**src/hdl/gkeg_pkg.sv**
```systemverilog
// Shared types and constants of the gamepad key event generator.
// Depends on nothing; every other file of the block refers to it by scoped names.
package gkeg_pkg;

  // Input word: one poll of the gamepad
  typedef struct packed {
    logic signed [15:0] left_x;
    logic signed [15:0] left_y;
    logic signed [15:0] right_x;
    logic signed [15:0] right_y;
    logic [14:0]        left_trigger;
    logic [14:0]        right_trigger;
    logic [14:0]        button_mask;
    logic [30:0]        time_ms;
    logic               menu_mode;
  } in_word_t;

  // Result word: one key event
  typedef struct packed {
    logic [4:0] key_code;
    logic       pressed;
    logic       last_event;
  } out_word_t;

  // Configuration register file contents
  typedef struct packed {
    logic [7:0]  trigger_threshold;
    logic        stick_toggle_enable;
    logic [14:0] left_deadzone;
    logic [14:0] right_deadzone;
    logic [15:0] initial_repeat_ms;
    logic [15:0] repeat_ms;
  } cfg_t;

  // Register indexes (byte address / 4)
  localparam logic [2:0] REG_TRIG_THR   = 3'd0;
  localparam logic [2:0] REG_TOGGLE_EN  = 3'd1;
  localparam logic [2:0] REG_LEFT_DZ    = 3'd2;
  localparam logic [2:0] REG_RIGHT_DZ   = 3'd3;
  localparam logic [2:0] REG_INIT_RPT   = 3'd4;
  localparam logic [2:0] REG_RPT        = 3'd5;

  localparam logic [7:0]  RST_TRIG_THR  = 8'd30;
  localparam logic [14:0] RST_LEFT_DZ   = 15'd7849;
  localparam logic [14:0] RST_RIGHT_DZ  = 15'd8689;
  localparam logic [15:0] RST_INIT_RPT  = 16'd220;
  localparam logic [15:0] RST_RPT       = 16'd160;

  localparam int KEY_COUNT   = 25;
  localparam int REPEAT_KEYS = 12;

  localparam logic [7:0]  THR_MIN  = 8'd10;
  localparam logic [7:0]  THR_MAX  = 8'd244;
  localparam logic [14:0] DZ_MAX   = 15'd32767;
  localparam logic [23:0] MAG_CAP  = 24'd8388352;  // full scale in Q.8

  // Iterative units
  localparam int ITER_W = 5;
  localparam logic [ITER_W-1:0] SQRT_STEPS = 5'd24;
  localparam logic [ITER_W-1:0] DIV_STEPS  = 5'd17;

  // Stick direction codes
  localparam logic [2:0] DIR_NONE  = 3'd0;
  localparam logic [2:0] DIR_UP    = 3'd1;
  localparam logic [2:0] DIR_DOWN  = 3'd2;
  localparam logic [2:0] DIR_LEFT  = 3'd3;
  localparam logic [2:0] DIR_RIGHT = 3'd4;

  // Datapath operations
  typedef enum logic [3:0] {
    OP_NOP,
    OP_CAPTURE,
    OP_SQ,
    OP_SUM,
    OP_SQRT,
    OP_PREP,
    OP_DIV,
    OP_NN,
    OP_MUL,
    OP_CMP,
    OP_DIR,
    OP_EVAL,
    OP_EMIT
  } dp_op_t;

  typedef struct packed {
    dp_op_t op;
    logic   stick;   // 0 left, 1 right
    logic   prev;    // work on the previous poll's axes
    logic   zero;    // direction result forced to none
    logic   comp_y;  // component under test is y
  } cmd_t;

  typedef struct packed {
    logic       menu;
    logic       early_none;
    logic       n_zero;
    logic [1:0] prev_ok;
    logic       evt_any;
    logic       evt_last;
    logic       out_free;
  } sts_t;

endpackage

```
**src/hdl/gkeg_cfg.sv**
```systemverilog
// Configuration register file on an APB-style port.
// Depends on gkeg_pkg for cfg_t, register indexes and reset values.
module gkeg_cfg (
  input  logic                clk,
  input  logic                rst_n,
  input  logic                psel,
  input  logic                penable,
  input  logic                pwrite,
  input  logic [4:0]          paddr,
  input  logic [31:0]         pwdata,
  output logic [31:0]         prdata,
  output logic                pready,
  output gkeg_pkg::cfg_t      cfg
);

  gkeg_pkg::cfg_t cfg_r;
  logic [2:0]     idx;
  logic           wr_en;

  assign idx    = paddr[4:2];
  assign wr_en  = psel & penable & pwrite;
  assign pready = 1'b1;
  assign cfg    = cfg_r;

  // register writes
  always_ff @(posedge clk) begin
    if (!rst_n) begin
      cfg_r.trigger_threshold   <= gkeg_pkg::RST_TRIG_THR;
      cfg_r.stick_toggle_enable <= 1'b0;
      cfg_r.left_deadzone       <= gkeg_pkg::RST_LEFT_DZ;
      cfg_r.right_deadzone      <= gkeg_pkg::RST_RIGHT_DZ;
      cfg_r.initial_repeat_ms   <= gkeg_pkg::RST_INIT_RPT;
      cfg_r.repeat_ms           <= gkeg_pkg::RST_RPT;
    end else if (wr_en) begin
      case (idx)
        gkeg_pkg::REG_TRIG_THR:  cfg_r.trigger_threshold   <= pwdata[7:0];
        gkeg_pkg::REG_TOGGLE_EN: cfg_r.stick_toggle_enable <= pwdata[0];
        gkeg_pkg::REG_LEFT_DZ:   cfg_r.left_deadzone       <= pwdata[14:0];
        gkeg_pkg::REG_RIGHT_DZ:  cfg_r.right_deadzone      <= pwdata[14:0];
        gkeg_pkg::REG_INIT_RPT:  cfg_r.initial_repeat_ms   <= pwdata[15:0];
        gkeg_pkg::REG_RPT:       cfg_r.repeat_ms           <= pwdata[15:0];
        default: ;
      endcase
    end
  end

  // read mux
  always_comb begin
    case (idx)
      gkeg_pkg::REG_TRIG_THR:  prdata = {24'd0, cfg_r.trigger_threshold};
      gkeg_pkg::REG_TOGGLE_EN: prdata = {31'd0, cfg_r.stick_toggle_enable};
      gkeg_pkg::REG_LEFT_DZ:   prdata = {17'd0, cfg_r.left_deadzone};
      gkeg_pkg::REG_RIGHT_DZ:  prdata = {17'd0, cfg_r.right_deadzone};
      gkeg_pkg::REG_INIT_RPT:  prdata = {16'd0, cfg_r.initial_repeat_ms};
      gkeg_pkg::REG_RPT:       prdata = {16'd0, cfg_r.repeat_ms};
      default:                 prdata = 32'd0;
    endcase
  end

endmodule

```
**config.mk**
```make
export PLATFORM = sky130hd
export DESIGN_NAME = gkeg_cfg
export DESIGN_NICKNAME = d
export VERILOG_FILES = /design/src/hdl/gkeg_pkg.sv /design/src/hdl/gkeg_cfg.sv
export SDC_FILE = /design/constraint.sdc
export NUM_CORES = 1
export LEC_CHECK = 0
export BUFFER_PORTS_ARGS = -buffer_cell sky130_fd_sc_hd__buf_2
export CORE_UTILIZATION = 53
export CTS_BUF_LIST = sky130_fd_sc_hd__clkbuf_4
export DETAILED_ROUTE_END_ITERATION = 10
export PLACE_DENSITY_LB_ADDON = 0.25
export RECOVER_POWER = 100
export SLEW_MARGIN = 20
export SYNTH_ARGS = -nofsm -noshare
export SYNTH_HDL_FRONTEND = slang
export SYNTH_SLANG_ARGS = --single-unit
```
**constraint.sdc**
```tcl
create_clock -name clk -period 1.94 [get_ports clk]
set_input_delay 0.194 -clock clk [delete_from_list [all_inputs] [get_ports clk]]
set_output_delay 0.194 -clock clk [all_outputs]
set_load 0.05 [all_outputs]
```
==> flow_metrics.env <==
export IMPL_netlist_area_um2=3390
export IMPL_core_area_um2=6060
export IMPL_cp_max_fo=3
export IMPL_cp_start_kind="flip-flop"
export IMPL_max_cap_viol_count=0
export IMPL_grt_pass1_vias=2702
export IMPL_grt_max_degree=59
export IMPL_grt_overflow_total=0
export IMPL_cts_post_setup_buffers_inserted=0
export IMPL_routed_via_density=5.50
export IMPL_port_buffers=110
export IMPL_cts_tree="yes"
export IMPL_clk_latency_ps=400
export IMPL_finalMaxSlewViolations=0
export IMPL_run_status="finished clean"
export IMPL_synth_most_common_cell="dfxtp_1"
export IMPL_io_pins=146
export IMPL_worst_pin_slew_ps=988
export IMPL_gp_congestion=0.853
export IMPL_synth_cell_types=32
export IMPL_hold_viol=0
export IMPL_setup_violations=0
export IMPL_worst_setup_path_type="flip-flop to output pin"
export IMPL_fin_util_pct=65.2
export IMPL_cp_arrival_ps=1600
export IMPL_ys_seq_area_share_pct=41.9
export IMPL_drt_iter0_markers=235
export IMPL_antenna_found_initial=0
export IMPL_area_delta_synth_final_pct=16.6
export IMPL_dr_pass1_iters=4
export IMPL_drc=0
export IMPL_grt_pass1_wl_um=13300
export IMPL_fin_crit_ps=1800
export IMPL_layout_drive_gt1_share_pct=14.2
export IMPL_hold_class="primary input to flip-flop"
export IMPL_syn_area_per_cell_um2=9.19
export IMPL_cts_repair_resized=0
export IMPL_gr_usage_all_layers_pct=26.8
export IMPL_synth_largest_area_cell="dfxtp_1"
export IMPL_synth_top_cells_by_area="dfxtp_1, mux2i_1, nand2_1"
export IMPL_postCtsHoldBufs=0
export IMPL_peakVddDrop_mv=0.444
export IMPL_start_util_pct=55.9
export IMPL_largest_reg_flops=71
export IMPL_cts_buffer_depth=2
export IMPL_final_area_um2=3950
export IMPL_nNetsFinal=516
export IMPL_antenna_left=0
export IMPL_rsz0062_at_grt="false"
export IMPL_wl_per_cell_um=16.2
export IMPL_numCtsBuffers=9
export IMPL_cts_sinks=71
export IMPL_cp_required_ps=1750
export IMPL_synth_common_cells="dfxtp_1, mux2i_1, nand2_1, o211ai_1, o21ai_0"
export IMPL_h_tree_depth=3
export IMPL_cts_root_buf="clkbuf_4"
export IMPL_synth_warnings=0
export IMPL_slew_headroom_pct=34.2
export IMPL_finalCritPeriodShare_pct=92.6
export IMPL_synth_edf_count=0
export IMPL_async_reset_ff_share_pct=0
export IMPL_clk_pin_slew_ps=110
export IMPL_setup_ws_ps=143
export IMPL_ys_flop_type="dfxtp_1"
export IMPL_skew_ps=0
export IMPL_fp_dieH_um=82.0
export IMPL_die_width_um=82.0
export IMPL_fmax_mhz=557
export IMPL_worstSetupEndpointType="output pin"
export IMPL_fin_setup_tns_ps=0
export IMPL_pre_cts_ws_ps=231
export IMPL_netlist_instances=369
export IMPL_num_rows=28
export IMPL_diodes=0
export IMPL_drt_wl_total_um=8990
export IMPL_ys_seq_elements=71
export IMPL_p_per_area_nw_per_um2=725
export IMPL_post_dp_cell_area_um2=3950
export IMPL_regToRegSetupSlack_ps=1200
export IMPL_netlist_area_leader_share_pct=41.9
export IMPL_p_leak_nw=1.79
export IMPL_die_area_um2=6720
export IMPL_num_vias=3047
export IMPL_post_dp_hpwl_um=6350
==> power by group <==
group          total, mW  internal (mW)  switching, mW
registers           1.48           1.47         0.0112
logic              0.455          0.109          0.346
clock network      0.929          0.413          0.517
total               2.87           1.99          0.873
==> kinds of logic after synthesis <==
kind of cell           synth area share, %
AO/OA/AOI/OAI                         14.1
other                                0.222
buffers and inverters                 10.6
flip-flops                            41.9
AND/OR/NAND/NOR                       11.8
multiplexers                          21.3
==> layout by cell type, fill, tap and decap left out, drive strengths merged, types with 2 or more instances in the layout <==
cell type and n:
o221ai 7, nand2b 2, nor2b 6, dfxtp 71, inv 18, nand2 66
o22ai 9, a22oi 6, clkinv 4, o211ai 23, or2 4, buf 35
o21ai 22, mux2i 70, clkbuf 103, conb 17, nor2 5
==> metal layers <==
layer | global-route usage (%) | routed length [um] | vias to the layer above
met1 | 35.2 | 4090 | 1433
met2 | 42.5 | 4120 | 140
met4 | 11.9 | 97 | 0
li1 | - | - | 1463
met5 | 0 | 0 | -
met3 | 5.00 | 688 | 11
==> area by class of cell <==
class,count,area (um^2)
clock buffer,11,82.6
tap,75,93.8
timing repair buffer,127,582
multi-input combinational,247,1660
fill,561,2110
inverter,18,67.6
clock inverter,5,48.8
sequential,71,1420
==> through the flow <==
stage          cells  power (mW)  hold slack [ps]
2_1_floorplan    384        1.89              333
3_3_place_gp     538        1.97              459
3_5_place_dp     538        1.97              464
4_1_cts          554        2.87             29.7
5_1_grt          554        2.96             59.0
6_report         554        2.87             44.7
==> worst paths after layout <==
check,depth (start not counted),to,start
setup / recovery,4,prdata[0],cfg[32]
setup reg to reg,2,cfg[40],cfg[40]
hold reg to reg,2,cfg[24],cfg[24]
hold / removal,3,cfg[70],pwdata[7]
==> critical path, cell delays in order (launching register included) <==
cell	delay (ps)
dfxtp_1	340
mux4_2	470
inv_1	80
o22ai_2	70
clkbuf_2	240
Note: power is estimated with default switching activity, not from simulation.
