<file path="config.mk">
export PLATFORM = sky130hd
export DESIGN_NAME = gkeg_ctrl
export DESIGN_NICKNAME = d
export VERILOG_FILES = /design/src/hdl/gkeg_pkg.sv /design/src/hdl/gkeg_ctrl.sv
export SDC_FILE = /design/constraint.sdc
export NUM_CORES = 1
export LEC_CHECK = 0
export BUFFER_PORTS_ARGS = -buffer_cell sky130_fd_sc_hd__buf_2
export CORE_UTILIZATION = 40
export CTS_BUF_LIST = sky130_fd_sc_hd__clkbuf_8 sky130_fd_sc_hd__clkbuf_16
export DETAILED_ROUTE_END_ITERATION = 8
export GPL_TIMING_DRIVEN = 0
export PLACE_DENSITY = 0.64
export SLEW_MARGIN = 20
export SYNTH_ARGS = -nofsm -noshare
export SYNTH_HDL_FRONTEND = slang
export SYNTH_SLANG_ARGS = --single-unit
</file>
<file path="constraint.sdc">
create_clock -name clk -period 2.1 [get_ports clk]
set_clock_uncertainty 0.1 [all_clocks]
set_input_delay 0 -clock clk [delete_from_list [all_inputs] [get_ports clk]]
set_output_delay 0 -clock clk [all_outputs]
set_load 0.01 [all_outputs]
</file>
<file path="src/hdl/gkeg_pkg.sv">
// Shared types and constants of the gamepad key event generator.
// Depends on nothing; every other file of the block refers to it by scoped names.
package gkeg_pkg;

  // Input word: one poll of the gamepad
  typedef struct packed {
    logic signed [15:0] left_x;
    logic signed [15:0] left_y;
    logic signed [15:0] right_x;
    logic signed [15:0] right_y;
    logic [14:0]        left_trigger;
    logic [14:0]        right_trigger;
    logic [14:0]        button_mask;
    logic [30:0]        time_ms;
    logic               menu_mode;
  } in_word_t;

  // Result word: one key event
  typedef struct packed {
    logic [4:0] key_code;
    logic       pressed;
    logic       last_event;
  } out_word_t;

  // Configuration register file contents
  typedef struct packed {
    logic [7:0]  trigger_threshold;
    logic        stick_toggle_enable;
    logic [14:0] left_deadzone;
    logic [14:0] right_deadzone;
    logic [15:0] initial_repeat_ms;
    logic [15:0] repeat_ms;
  } cfg_t;

  // Register indexes (byte address / 4)
  localparam logic [2:0] REG_TRIG_THR   = 3'd0;
  localparam logic [2:0] REG_TOGGLE_EN  = 3'd1;
  localparam logic [2:0] REG_LEFT_DZ    = 3'd2;
  localparam logic [2:0] REG_RIGHT_DZ   = 3'd3;
  localparam logic [2:0] REG_INIT_RPT   = 3'd4;
  localparam logic [2:0] REG_RPT        = 3'd5;

  localparam logic [7:0]  RST_TRIG_THR  = 8'd30;
  localparam logic [14:0] RST_LEFT_DZ   = 15'd7849;
  localparam logic [14:0] RST_RIGHT_DZ  = 15'd8689;
  localparam logic [15:0] RST_INIT_RPT  = 16'd220;
  localparam logic [15:0] RST_RPT       = 16'd160;

  localparam int KEY_COUNT   = 25;
  localparam int REPEAT_KEYS = 12;

  localparam logic [7:0]  THR_MIN  = 8'd10;
  localparam logic [7:0]  THR_MAX  = 8'd244;
  localparam logic [14:0] DZ_MAX   = 15'd32767;
  localparam logic [23:0] MAG_CAP  = 24'd8388352;  // full scale in Q.8

  // Iterative units
  localparam int ITER_W = 5;
  localparam logic [ITER_W-1:0] SQRT_STEPS = 5'd24;
  localparam logic [ITER_W-1:0] DIV_STEPS  = 5'd17;

  // Stick direction codes
  localparam logic [2:0] DIR_NONE  = 3'd0;
  localparam logic [2:0] DIR_UP    = 3'd1;
  localparam logic [2:0] DIR_DOWN  = 3'd2;
  localparam logic [2:0] DIR_LEFT  = 3'd3;
  localparam logic [2:0] DIR_RIGHT = 3'd4;

  // Datapath operations
  typedef enum logic [3:0] {
    OP_NOP,
    OP_CAPTURE,
    OP_SQ,
    OP_SUM,
    OP_SQRT,
    OP_PREP,
    OP_DIV,
    OP_NN,
    OP_MUL,
    OP_CMP,
    OP_DIR,
    OP_EVAL,
    OP_EMIT
  } dp_op_t;

  typedef struct packed {
    dp_op_t op;
    logic   stick;   // 0 left, 1 right
    logic   prev;    // work on the previous poll's axes
    logic   zero;    // direction result forced to none
    logic   comp_y;  // component under test is y
  } cmd_t;

  typedef struct packed {
    logic       menu;
    logic       early_none;
    logic       n_zero;
    logic [1:0] prev_ok;
    logic       evt_any;
    logic       evt_last;
    logic       out_free;
  } sts_t;

endpackage

</file>
<file path="src/hdl/gkeg_ctrl.sv">
// Controller: sequences capture, the per-stick direction jobs, the event
// evaluation and the event emission. Depends on gkeg_pkg (cmd_t, sts_t).
module gkeg_ctrl (
  input  logic             clk,
  input  logic             rst_n,
  input  logic             in_valid,
  output logic             in_ready,
  input  gkeg_pkg::sts_t   sts,
  output gkeg_pkg::cmd_t   cmd
);

  typedef enum logic [15:0] {
    S_IDLE   = 16'b0000_0000_0000_0001,
    S_START  = 16'b0000_0000_0000_0010,
    S_SQ     = 16'b0000_0000_0000_0100,
    S_SUM    = 16'b0000_0000_0000_1000,
    S_CHK    = 16'b0000_0000_0001_0000,
    S_SQRT   = 16'b0000_0000_0010_0000,
    S_PREP   = 16'b0000_0000_0100_0000,
    S_DIV    = 16'b0000_0000_1000_0000,
    S_NN     = 16'b0000_0001_0000_0000,
    S_MULX   = 16'b0000_0010_0000_0000,
    S_CMPX   = 16'b0000_0100_0000_0000,
    S_MULY   = 16'b0000_1000_0000_0000,
    S_CMPY   = 16'b0001_0000_0000_0000,
    S_SETDIR = 16'b0010_0000_0000_0000,
    S_EVAL   = 16'b0100_0000_0000_0000,
    S_EMIT   = 16'b1000_0000_0000_0000
  } state_t;

  state_t                      state_r, state_nxt;
  logic [gkeg_pkg::ITER_W-1:0] iter_r, iter_nxt;
  logic                        stick_r, stick_nxt;
  logic                        prev_r, prev_nxt;

  // next stick job: previous poll if its cached direction is stale, then right stick
  state_t nj_state;
  logic   nj_stick, nj_prev;
  always_comb begin
    if (!prev_r && !sts.prev_ok[stick_r]) begin
      nj_state = S_SQ;
      nj_stick = stick_r;
      nj_prev  = 1'b1;
    end else if (!stick_r) begin
      nj_state = S_SQ;
      nj_stick = 1'b1;
      nj_prev  = 1'b0;
    end else begin
      nj_state = S_EVAL;
      nj_stick = stick_r;
      nj_prev  = prev_r;
    end
  end

  always_comb begin
    state_nxt  = state_r;
    iter_nxt   = iter_r;
    stick_nxt  = stick_r;
    prev_nxt   = prev_r;
    in_ready   = 1'b0;
    cmd.op     = gkeg_pkg::OP_NOP;
    cmd.stick  = stick_r;
    cmd.prev   = prev_r;
    cmd.zero   = 1'b0;
    cmd.comp_y = 1'b0;
    unique case (state_r)
      S_IDLE: begin
        in_ready = 1'b1;
        if (in_valid) begin
          cmd.op    = gkeg_pkg::OP_CAPTURE;
          state_nxt = S_START;
        end
      end
      S_START: begin
        stick_nxt = 1'b0;
        prev_nxt  = 1'b0;
        state_nxt = sts.menu ? S_SQ : S_EVAL;
      end
      S_SQ: begin
        cmd.op    = gkeg_pkg::OP_SQ;
        state_nxt = S_SUM;
      end
      S_SUM: begin
        cmd.op    = gkeg_pkg::OP_SUM;
        state_nxt = S_CHK;
      end
      S_CHK: begin
        // inside the deadzone: no direction, skip the arithmetic
        if (sts.early_none) begin
          cmd.op    = gkeg_pkg::OP_DIR;
          cmd.zero  = 1'b1;
          state_nxt = nj_state;
          stick_nxt = nj_stick;
          prev_nxt  = nj_prev;
        end else begin
          iter_nxt  = gkeg_pkg::SQRT_STEPS - 1'b1;
          state_nxt = S_SQRT;
        end
      end
      S_SQRT: begin
        cmd.op = gkeg_pkg::OP_SQRT;
        if (iter_r == '0) state_nxt = S_PREP;
        else              iter_nxt  = iter_r - 1'b1;
      end
      S_PREP: begin
        cmd.op    = gkeg_pkg::OP_PREP;
        iter_nxt  = gkeg_pkg::DIV_STEPS - 1'b1;
        state_nxt = S_DIV;
      end
      S_DIV: begin
        cmd.op = gkeg_pkg::OP_DIV;
        if (iter_r == '0) state_nxt = S_NN;
        else              iter_nxt  = iter_r - 1'b1;
      end
      S_NN: begin
        if (sts.n_zero) begin
          cmd.op    = gkeg_pkg::OP_DIR;
          cmd.zero  = 1'b1;
          state_nxt = nj_state;
          stick_nxt = nj_stick;
          prev_nxt  = nj_prev;
        end else begin
          cmd.op    = gkeg_pkg::OP_NN;
          state_nxt = S_MULX;
        end
      end
      S_MULX: begin
        cmd.op    = gkeg_pkg::OP_MUL;
        state_nxt = S_CMPX;
      end
      S_CMPX: begin
        cmd.op    = gkeg_pkg::OP_CMP;
        state_nxt = S_MULY;
      end
      S_MULY: begin
        cmd.op     = gkeg_pkg::OP_MUL;
        cmd.comp_y = 1'b1;
        state_nxt  = S_CMPY;
      end
      S_CMPY: begin
        cmd.op     = gkeg_pkg::OP_CMP;
        cmd.comp_y = 1'b1;
        state_nxt  = S_SETDIR;
      end
      S_SETDIR: begin
        cmd.op    = gkeg_pkg::OP_DIR;
        state_nxt = nj_state;
        stick_nxt = nj_stick;
        prev_nxt  = nj_prev;
      end
      S_EVAL: begin
        cmd.op    = gkeg_pkg::OP_EVAL;
        state_nxt = S_EMIT;
      end
      S_EMIT: begin
        if (!sts.evt_any) begin
          state_nxt = S_IDLE;
        end else if (sts.out_free) begin
          cmd.op = gkeg_pkg::OP_EMIT;
          if (sts.evt_last) state_nxt = S_IDLE;
        end
      end
      default: state_nxt = S_IDLE;
    endcase
  end

  always_ff @(posedge clk) begin
    if (!rst_n) begin
      state_r <= S_IDLE;
      iter_r  <= '0;
      stick_r <= 1'b0;
      prev_r  <= 1'b0;
    end else begin
      state_r <= state_nxt;
      iter_r  <= iter_nxt;
      stick_r <= stick_nxt;
      prev_r  <= prev_nxt;
    end
  end

endmodule

</file>
==> results.txt, run 1 <==
Outcome = finished with violations
Violated checks = negative setup slack
Die X = 64.08 um
Non-Filler Instances = 299
Layout area overhead = 51.30%
Final hold vios = 0
Initial detailed-routing violation count = 114
Final setup TNS = -2753 ps
Vias in the first global route = 1501
Cells after synthesis = 196
Synth Flop Type = dfxtp_1
CP arrival = 2270 ps
CTS Buf Count = 3
Synth Area in Compound Gates = 0.1916
Core Box Area = 3689 um2
CTS clk-pin slew, worst paths = 90 ps
Bufs on Longest Clock Path = 2
Simple logic cell fraction of the synthesized area = 0.3766
Adder-cell share of the synthesized area = 0.01623
Cell taking the most area after synthesis = dfxtp_1
Buf/Inv on CP = 2
Inst Count DP = 263
Global-route usage over all layers = 0.2281
H-tree levels = 1
# diodes = 0
Fraction of final layout cells sized beyond drive strength 1 = 0.4343
Setup crit end kind = primary output
Max-cap violation count = 0
Vias = 1710
Slew margin rel. = 0.5769
Post-synthesis mux area share = 0.01948
Setup crit start kind = register
Worst EP required = 2000 ps
Die area = 4106 um2
Final WS setup = -271.2 ps
CTS tree = built
YS warnings = 0
CP startpoint = state_r[13]$_SDFFE_PN0P_
Largest net degree at the start of global routing = 14
Placer Congestion = 0.9110
Min cycle time layout = 2371 ps
Wirelength, routed = 4886 um
Post-synthesis xor/xnor area fraction = 0.02841
Synthesized cell area = 1541 um2
Worst-Skew Late Latency = 270 ps
Syn avg cell area = 7.865 um2
Row count = 22
Final Max Slew Viols = 0
Worst r2r src = state_r[13]$_SDFFE_PN0P_
Root Buffer = clkbuf_8
Synth Register Bits = 23
Sequential area share after synthesis = 0.2987
EDFF count, synth = 0
Max Fclk = 421.7 MHz
RSZ-0062 raised after global routing = yes
Post-synth top area share = 0.2987
IO Port Bufs = 19
Routed wire per std cell = 16.34 um
Tightest Pin Transition = 634.6 ps
Initial antenna violation count = 0
Distinct cells, synth = 53
Mapped Nets = 209
DP HPWL = 2941 um
Crit path cell chain = or4_4, buf_12, nor3_4, nand4b_1, o31ai_2, or3_1, buf_2
Power Dens Cells = 407.7 nW/um2
Pleak = 0.9832 nW
Maximum vdd ir drop = 0.0002902 V
Critical Path Max Stage Delay = 540 ps
Period utilization = 1.129
Crit-path max FO = 6
# setup viols final = 20
HP Class = in -> reg
DR DRC count = 0
Hold wc startpoint = sts[1]
Final ANT Viol Nets = 0
Chip Height = 64.08 um
Final #Nets = 265
Asr flop ratio synth = 0
First-pass GRT wire length = 7224 um
Cell family with the largest share of critical-path delay = simple AND/OR/NAND/NOR gates
Slowest stage cell, crit path = or4_4
Clock tree sinks = 23
Largest family of logic cells by synthesized area = simple AND/OR/NAND/NOR gates
TritonRoute pass-1 iters = 5
Starting density of the core = 0.4179
Io pins = 20
Total grt overflow = 0
Crit Path Class = reg -> out
Vias/cell = 5.719
Leading post-synthesis cells by cell area = dfxtp_1 30%, nor2_1 6.1%, o21ai_0 3.6%
-- state kept, by name, summed over array words and instances, names as in the netlist --
| register | flops |
|---|---|
| prev_r | 1 |
| stick_r | 1 |
| iter_r | 5 |
| state_r | 16 |
-- power by group --
group / leakage, nW / total, mW / switching (mW) / internal, mW
Combinational: 0.768 / 0.218 / 0.109 / 0.109
Clock: 0.0255 / 0.291 / 0.158 / 0.133
Sequential: 0.190 / 0.442 / 0.00451 / 0.437
Total: 0.983 / 0.951 / 0.271 / 0.679
-- per-stage QoR --
stage               cell area, um2  total power [mW]  setup WS (ps)  utilization  hold WS [ps]
global route                  2332            0.9758         -362.1       0.6323         45.45
floorplan                     1564            0.5438         -10.90            -         10.76
finish                        2332            0.9508         -271.2       0.6323         31.93
CTS                           2043            0.9040         -204.3       0.5539         8.454
detailed placement            1719            0.5823         -369.1       0.4661         175.0
global placement              1719            0.5807         -380.9       0.4661         190.4
-- final timing paths --
kind                                            endpoint  slack, ps  cells after the start
worst max-delay path                              cmd[6]       -270                      7
worst min register to register   state_r[4]$_SDFFE_PN0P_        380                      1
worst max register to register       prev_r$_SDFFE_PN0P_       -210                      8
worst min-delay path            state_r[15]$_SDFFE_PN0P_         30                      4
-- layout make-up --
type | instances | area, um2
Buffer | 10 | 95.09
Clock inverter | 1 | 5.005
Fill cell | 317 | 1356
Inverter | 10 | 37.54
Multi-Input combinational cell | 153 | 1246
Timing Repair Buffer | 51 | 367.9
Clock buffer | 3 | 41.29
Sequential cell | 23 | 479.2
Tap cell | 48 | 60.06
-- cells in the mapped netlist, types with 2 or more instances --
cell and instances:
nand4b_1 2, nor4_1 5, clkbuf_1 2, nand2b_1 3, dfxtp_1 23, or3_1 2, inv_1 10, xor2_1 3
a21oi_1 5, xnor2_1 2, or4b_2 3, o22ai_1 2, nand2_1 14, o21ai_0 11, o31ai_1 3, nor2_1 25
a31oi_1 3, o211a_1 3, and3_1 3, ha_1 2, or4_1 3, nor3_1 9, mux2i_1 3, nor2b_1 4
nor4b_1 5, nand4_1 3, and2_1 6, nor3b_1 2, buf_4 5, a22oi_1 2, nand3_1 6
-- worst min-delay path, cell delays in order --
cell,delay [ps]
buf_2,80
a211oi_1,90
o21ai_0,150
nor2_1,50
-- what timing repair did --
action | 4_1_cts | 5_1_grt
hold endpoints to repair | 4 | 0
gates resized for setup | 35 | 34
hold buffers | 4 | 0
buffers inserted | 7 | 20
setup endpoints to repair | 19 | 20
gates cloned | 1 | 0
pin swaps | 10 | 20
-- layout by cell type, fill, tap and decap left out, drive strengths merged, types with 6 or more instances in the layout --
cell type  count
nor3          10
inv           10
and2           6
o21ai         11
buf           55
nor4           6
nand3          6
nor2          25
dfxtp         23
nand2         14
-- per-layer routing --
| metal | up-vias | part of all wire | global-route usage |
|---|---|---|---|
| met5 | - | 0 | 0 |
| met4 | 0 | 0.027 | 0.07386 |
| met3 | 15 | 0.063 | 0.03036 |
| met2 | 74 | 0.48 | 0.3737 |
| met1 | 787 | 0.43 | 0.3068 |
| li1 | 834 | - | - |
-- kinds of logic (layout without fill, tap and decap cells) --
kind of cell / count (synthesis) / in the layout
XOR/XNOR: 5 / 5
AO/OA/AOI/OAI: 42 / 42
multiplexers: 3 / 3
buffers and inverters: 20 / 75
flip-flops: 23 / 23
AND/OR/NAND/NOR: 101 / 101
adder cells (fa/ha/maj): 2 / 2
Note: power is estimated with default switching activity, not from simulation.
==> run 2: changes to the inputs <==
- ABC_AREA: not set -> 1
- CAP_MARGIN: not set -> 10
==> results.txt, run 2 <==
Io pins = 20
Chip Height = 64.28 um
HP Class = in -> reg
Final Max Slew Viols = 0
Crit path cell chain = nor2_2, nand2_4, nor2_8, nand2_2, nor2_2, inv_1, o21ai_1, inv_1, nand4_1, buf_2
Die area = 4132 um2
Vias/cell = 4.832
Post-CTS setup buffers = 0
Total grt overflow = 0
Worst EP required = 2000 ps
# diodes = 0
Global-route usage over all layers = 0.1864
Cell taking the most area after synthesis = dfxtp_1
Period utilization = 0.9393
Max-cap violation count = 0
Leading post-synthesis cells by cell area = dfxtp_1 30%, nor2_1 14%, nand2_1 13%
Row count = 22
Layout area overhead = 17.74%
TritonRoute pass-1 iters = 5
Initial antenna violation count = 0
CP arrival = 1870 ps
List of most frequent post-synthesis cells = 56 x nor2_1, 54 x nand2_1, 33 x inv_1
Min cycle time layout = 1973 ps
Slew margin rel. = 0.6642
Synthesized cell area = 1551 um2
Mapped Nets = 265
Slowest stage cell, crit path = dfxtp_1
Placer Congestion = 0.8534
Clock tree sinks = 23
EDFF count, synth = 0
Fraction of final layout cells sized beyond drive strength 1 = 0.1864
Root Buffer = clkbuf_8
YS warnings = 0
Worst-Skew Late Latency = 270 ps
Critical Path Max Stage Delay = 330 ps
Most common cell after layout, fill and taps aside = nor2_1
Setup crit end kind = primary output
CP startpoint = state_r[12]$_SDFFE_PN0P_
Biggest register = state_r
Asr flop ratio synth = 0
CTS Buf Count = 3
First-pass GRT wire length = 5982 um
Setup crit start kind = register
Post-synth top area share = 0.2968
Synth Register Bits = 23
Maximum vdd ir drop = 0.0001928 V
Die X = 64.28 um
Vias in the first global route = 1394
Syn avg cell area = 6.157 um2
Crit Path Class = reg -> out
Wirelength, routed = 3675 um
Synth Flop Type = dfxtp_1
Final #Nets = 293
Cells after synthesis = 252
Largest registers = state_r: 16 flops, iter_r: 5 flops
Max reg flops = 16
H-tree levels = 1
Vias = 1580
CTS tree = built
DR DRC count = 0
Starting density of the core = 0.4206
Sequential area share after synthesis = 0.2968
Bufs on Longest Clock Path = 2
Pleak = 0.8905 nW
Post-layout total power = 0.8536 mW
Max Fclk = 507.0 MHz
# setup viols final = 0
Most numerous cell in the Yosys netlist = nor2_1
IO Port Bufs = 18
Routed wire per std cell = 11.24 um
Final setup TNS = 0 ps
Worst r2r src = state_r[12]$_SDFFE_PN0P_
DP HPWL = 2772 um
Distinct cells, synth = 27
Core Box Area = 3689 um2
Filler cells = 402
Final hold vios = 0
RSZ-0062 raised after global routing = no
Hold wc startpoint = sts[7]
Tightest Pin Transition = 503.7 ps
Initial detailed-routing violation count = 85
Outcome = finished, final reports clean
CTS clk-pin slew, worst paths = 80 ps
Most frequent cells in the layout = 53 x nor2_1, 52 x nand2_1, 33 x inv_1
Power Dens Cells = 467.3 nW/um2
Largest net degree at the start of global routing = 14
Crit-path max FO = 7
Final ANT Viol Nets = 0
## run 2: changes by cell type after synthesis, sizes merged, moves of 4 or more
cell / before / now
nand2: 14 / 60
nor2: 25 / 65
inv: 10 / 33
nand3: 6 / 23
nor3: 10 / 1
and2: 6 / 1
nor4b: 5 / 0
nand3b: 1 / 5
nor2b: 4 / 0
or4: 4 / 0
## run 2: worst paths after layout
kind | end | slack [ps] | depth (start not counted)
worst min register to register | iter_r[0]$_SDFFE_PN0P_ | 400 | 2
worst max-delay path | cmd[7] | 130 | 10
worst max register to register | state_r[6]$_SDFFE_PN0P_ | 360 | 9
worst min-delay path | state_r[2]$_SDFFE_PN0P_ | 3 | 5
## run 2: timing repair
action	CTS	global route
hold buffers	5	0
resized for setup	0	9
setup endpoints to repair	0	5
hold endpoints to repair	10	0
## run 2: per-stage QoR
stage | area, um2 | hold slack (ps) | setup WS, ps | util | instances
after CTS | 1798 | 8.621 | 47.07 | 0.4874 | 327
after floorplan | 1551 | 44.05 | 548.5 | - | 252
after global placement | 1702 | 193.9 | 349.3 | 0.4613 | 318
final | 1827 | 2.967 | 127.5 | 0.4953 | 327
after global routing | 1827 | 50.91 | 1.940 | 0.4953 | 327
after detailed placement | 1702 | 196.1 | 320.7 | 0.4613 | 318
## run 2: cell families after synthesis
kind of cell | after synthesis | share of synthesized area
AO/OA/AOI/OAI | 22 | 0.07581
XOR/XNOR | 2 | 0.01129
adder cells (fa/ha/maj) | 2 | 0.01613
buffers and inverters | 39 | 0.1073
flip-flops | 23 | 0.2968
AND/OR/NAND/NOR | 164 | 0.4927
## run 2: metal layers
layer	vias up	GRT usage	part of all wire
met1	698	0.2473	0.47
met3	9	0.02143	0.023
met5	-	0	0
met2	26	0.3039	0.48
met4	0	0.07500	0.021
li1	847	-	-
## run 2: power breakdown
part / internal (mW) / switching (mW) / total (mW)
logic: 0.0479 / 0.0757 / 0.124
clock network: 0.133 / 0.151 / 0.283
registers: 0.442 / 0.00455 / 0.447
total: 0.623 / 0.231 / 0.854
## run 2: worst max-delay path: cells and delay by family (launching register included)
kind                   cells  cell delay (ps)
AO/OA/AOI/OAI              1              150
buffers and inverters      3              270
flip-flops                 1              330
AND/OR/NAND/NOR            6              860
## run 2: cell type report
cell class,instances,area (um2),share of cell area
Tap cell,48,60.06,0.03288
Multi-Input combinational cell,190,953.4,0.5219
Sequential cell,23,460.4,0.2521
Buffer,6,42.54,0.02329
Inverter,33,123.9,0.06781
Clock buffer,3,41.29,0.02260
Clock inverter,1,5.005,0.002740
Timing Repair Buffer,23,140.1,0.07671
==> run 3: changes to the inputs <==
- CELL_PAD_IN_SITES_DETAIL_PLACEMENT: not set -> 1
- CELL_PAD_IN_SITES_GLOBAL_PLACEMENT: not set -> 1
- CORE_UTILIZATION: 40 -> 36
- PLACE_DENSITY: 0.64 -> 0.78
- RECOVER_POWER: not set -> 100
==> results.txt, run 3 (same netlist as run 2, synthesis figures left out) <==
Crit-path max FO = 7
Layout area overhead = 17.66%
Routed wire per std cell = 12.80 um
Largest net degree at the start of global routing = 13
CTS clk-pin slew, worst paths = 90 ps
Most frequent cells in the layout = 53 x nor2_1, 53 x nand2_1, 34 x inv_1
Fraction of final layout cells sized beyond drive strength 1 = 0.1649
Inst Count DP = 320
Vias = 1656
Slew margin rel. = 0.6807
H-tree levels = 1
Final setup TNS = 0 ps
Sw Ratio = 0.2737
Vias in the first global route = 1603
Register Area = 460.4 um2
Initial detailed-routing violation count = 94
Max Fclk = 511.7 MHz
Non-Filler Instances = 329
Tightest Pin Transition = 479.0 ps
TritonRoute pass-1 iters = 4
Clock tree sinks = 23
Final #Nets = 293
Int Pwr = 0.6201 mW
Violated checks = negative hold slack
Placer Congestion = 0.7986
Setup crit start kind = register
# setup viols final = 0
Biggest register = state_r
Bufs on Longest Clock Path = 2
Wirelength, routed = 4211 um
Worst EP required = 2000 ps
First-pass GRT wire length = 7162 um
Initial antenna violation count = 0
Setup crit end kind = primary output
Max reg flops = 16
Min cycle time layout = 1954 ps
Multi-input logic area = 955.9 um2
Combinational Power Share = 0.146
Fin Hold WS = -7.346 ps
Filler cells = 579
IO Port Bufs = 18
Io pins = 20
DR DRC count = 0
Largest registers = state_r: 16 flops, iter_r: 5 flops
Root Buffer = clkbuf_8
Vias/cell = 5.033
CTS tree = built
Worst hold stages = 5
DP HPWL = 3414 um
CP arrival = 1850 ps
Pleak = 0.8747 nW
Chip Height = 67.65 um
RSZ-0062 raised after global routing = no
P_sw = 0.2337 mW
Period utilization = 0.9306
Global-route usage over all layers = 0.2071
Outcome = finished with violations
Clock power share = 0.331
Maximum vdd ir drop = 0.0001733 V
Crit Path Class = reg -> out
Die area = 4577 um2
Core Box Area = 4058 um2
Reg2Reg Depth = 10
CTS Buf Count = 3
Die X = 67.65 um
Final ANT Viol Nets = 0
Post-layout total power = 0.8538 mW
Final Max Slew Viols = 0
Final hold vios = 2
Sequential Power Share = 0.523
Post-CTS setup buffers = 0
Max-cap violation count = 0
Worst-Skew Late Latency = 270 ps
Power Dens Cells = 467.7 nW/um2
Total grt overflow = 0
HP Class = in -> reg
Starting density of the core = 0.3824
Row count = 23
# diodes = 0
run 3: power by group through the flow:
stage                     sequential, mW  clock [mW]  combinational (mW)
after global routing               0.448       0.303               0.142
after global placement             0.457           0               0.111
final                              0.447       0.283               0.125
after detailed placement           0.457           0               0.114
after CTS                          0.447       0.285               0.122
after floorplan                    0.456           0              0.0766
run 3: path summary, 6_finish.rpt:
kind | start | slack (ps) | endpoint
max reg2reg | state_r[2]$_SDFFE_PN0P_ | 240 | state_r[0]$_SDFFE_PN1P_
min | sts[7] | -7 | state_r[2]$_SDFFE_PN0P_
max | state_r[12]$_SDFFE_PN0P_ | 150 | cmd[7]
min reg2reg | iter_r[1]$_SDFFE_PN0P_ | 410 | iter_r[1]$_SDFFE_PN0P_
run 3: layout make-up:
| class | instances | area share |
|---|---|---|
| Buffer | 6 | 0.02262 |
| Clock buffer | 3 | 0.02262 |
| Clock inverter | 1 | 0.002056 |
| Inverter | 33 | 0.06785 |
| Multi-Input combinational cell | 190 | 0.5236 |
| Sequential cell | 23 | 0.2522 |
| Tap cell | 50 | 0.03427 |
| Timing Repair Buffer | 23 | 0.07471 |
run 3: timing repair:
item / in CTS / in global routing
resized for setup: 0 / 10
hold buffers: 5 / 0
hold endpoints to repair: 10 / 0
endpoints found under the setup margin: 0 / 5
run 3: per-layer routing:
layer / GRT usage / routed length, um / up-vias
met2: 0.3527 / 2013 / 15
met1: 0.2729 / 2104 / 783
met5: 0 / 0 / -
li1: - / - / 854
met4: 0.05585 / 29 / 0
met3: 0.02196 / 63 / 4
run 3: through the flow:
stage | cell area (um2) | utilization | setup slack [ps]
after floorplan | 1551 | - | 548.5
after global placement | 1704 | 0.4200 | 303.6
after detailed placement | 1704 | 0.4200 | 296.5
after CTS | 1799 | 0.4434 | 14.39
after global routing | 1826 | 0.4499 | 27.01
final | 1826 | 0.4499 | 145.8
run 3: critical path: stages (launching register included):
cell and delay [ps]:
dfxtp_1 340, nor2_2 210, nand2_4 130, nor2_8 150, nand2_2 120, nor2_4 130
inv_1 60, o21ai_1 140, inv_1 80, nand4_1 90, buf_2 130
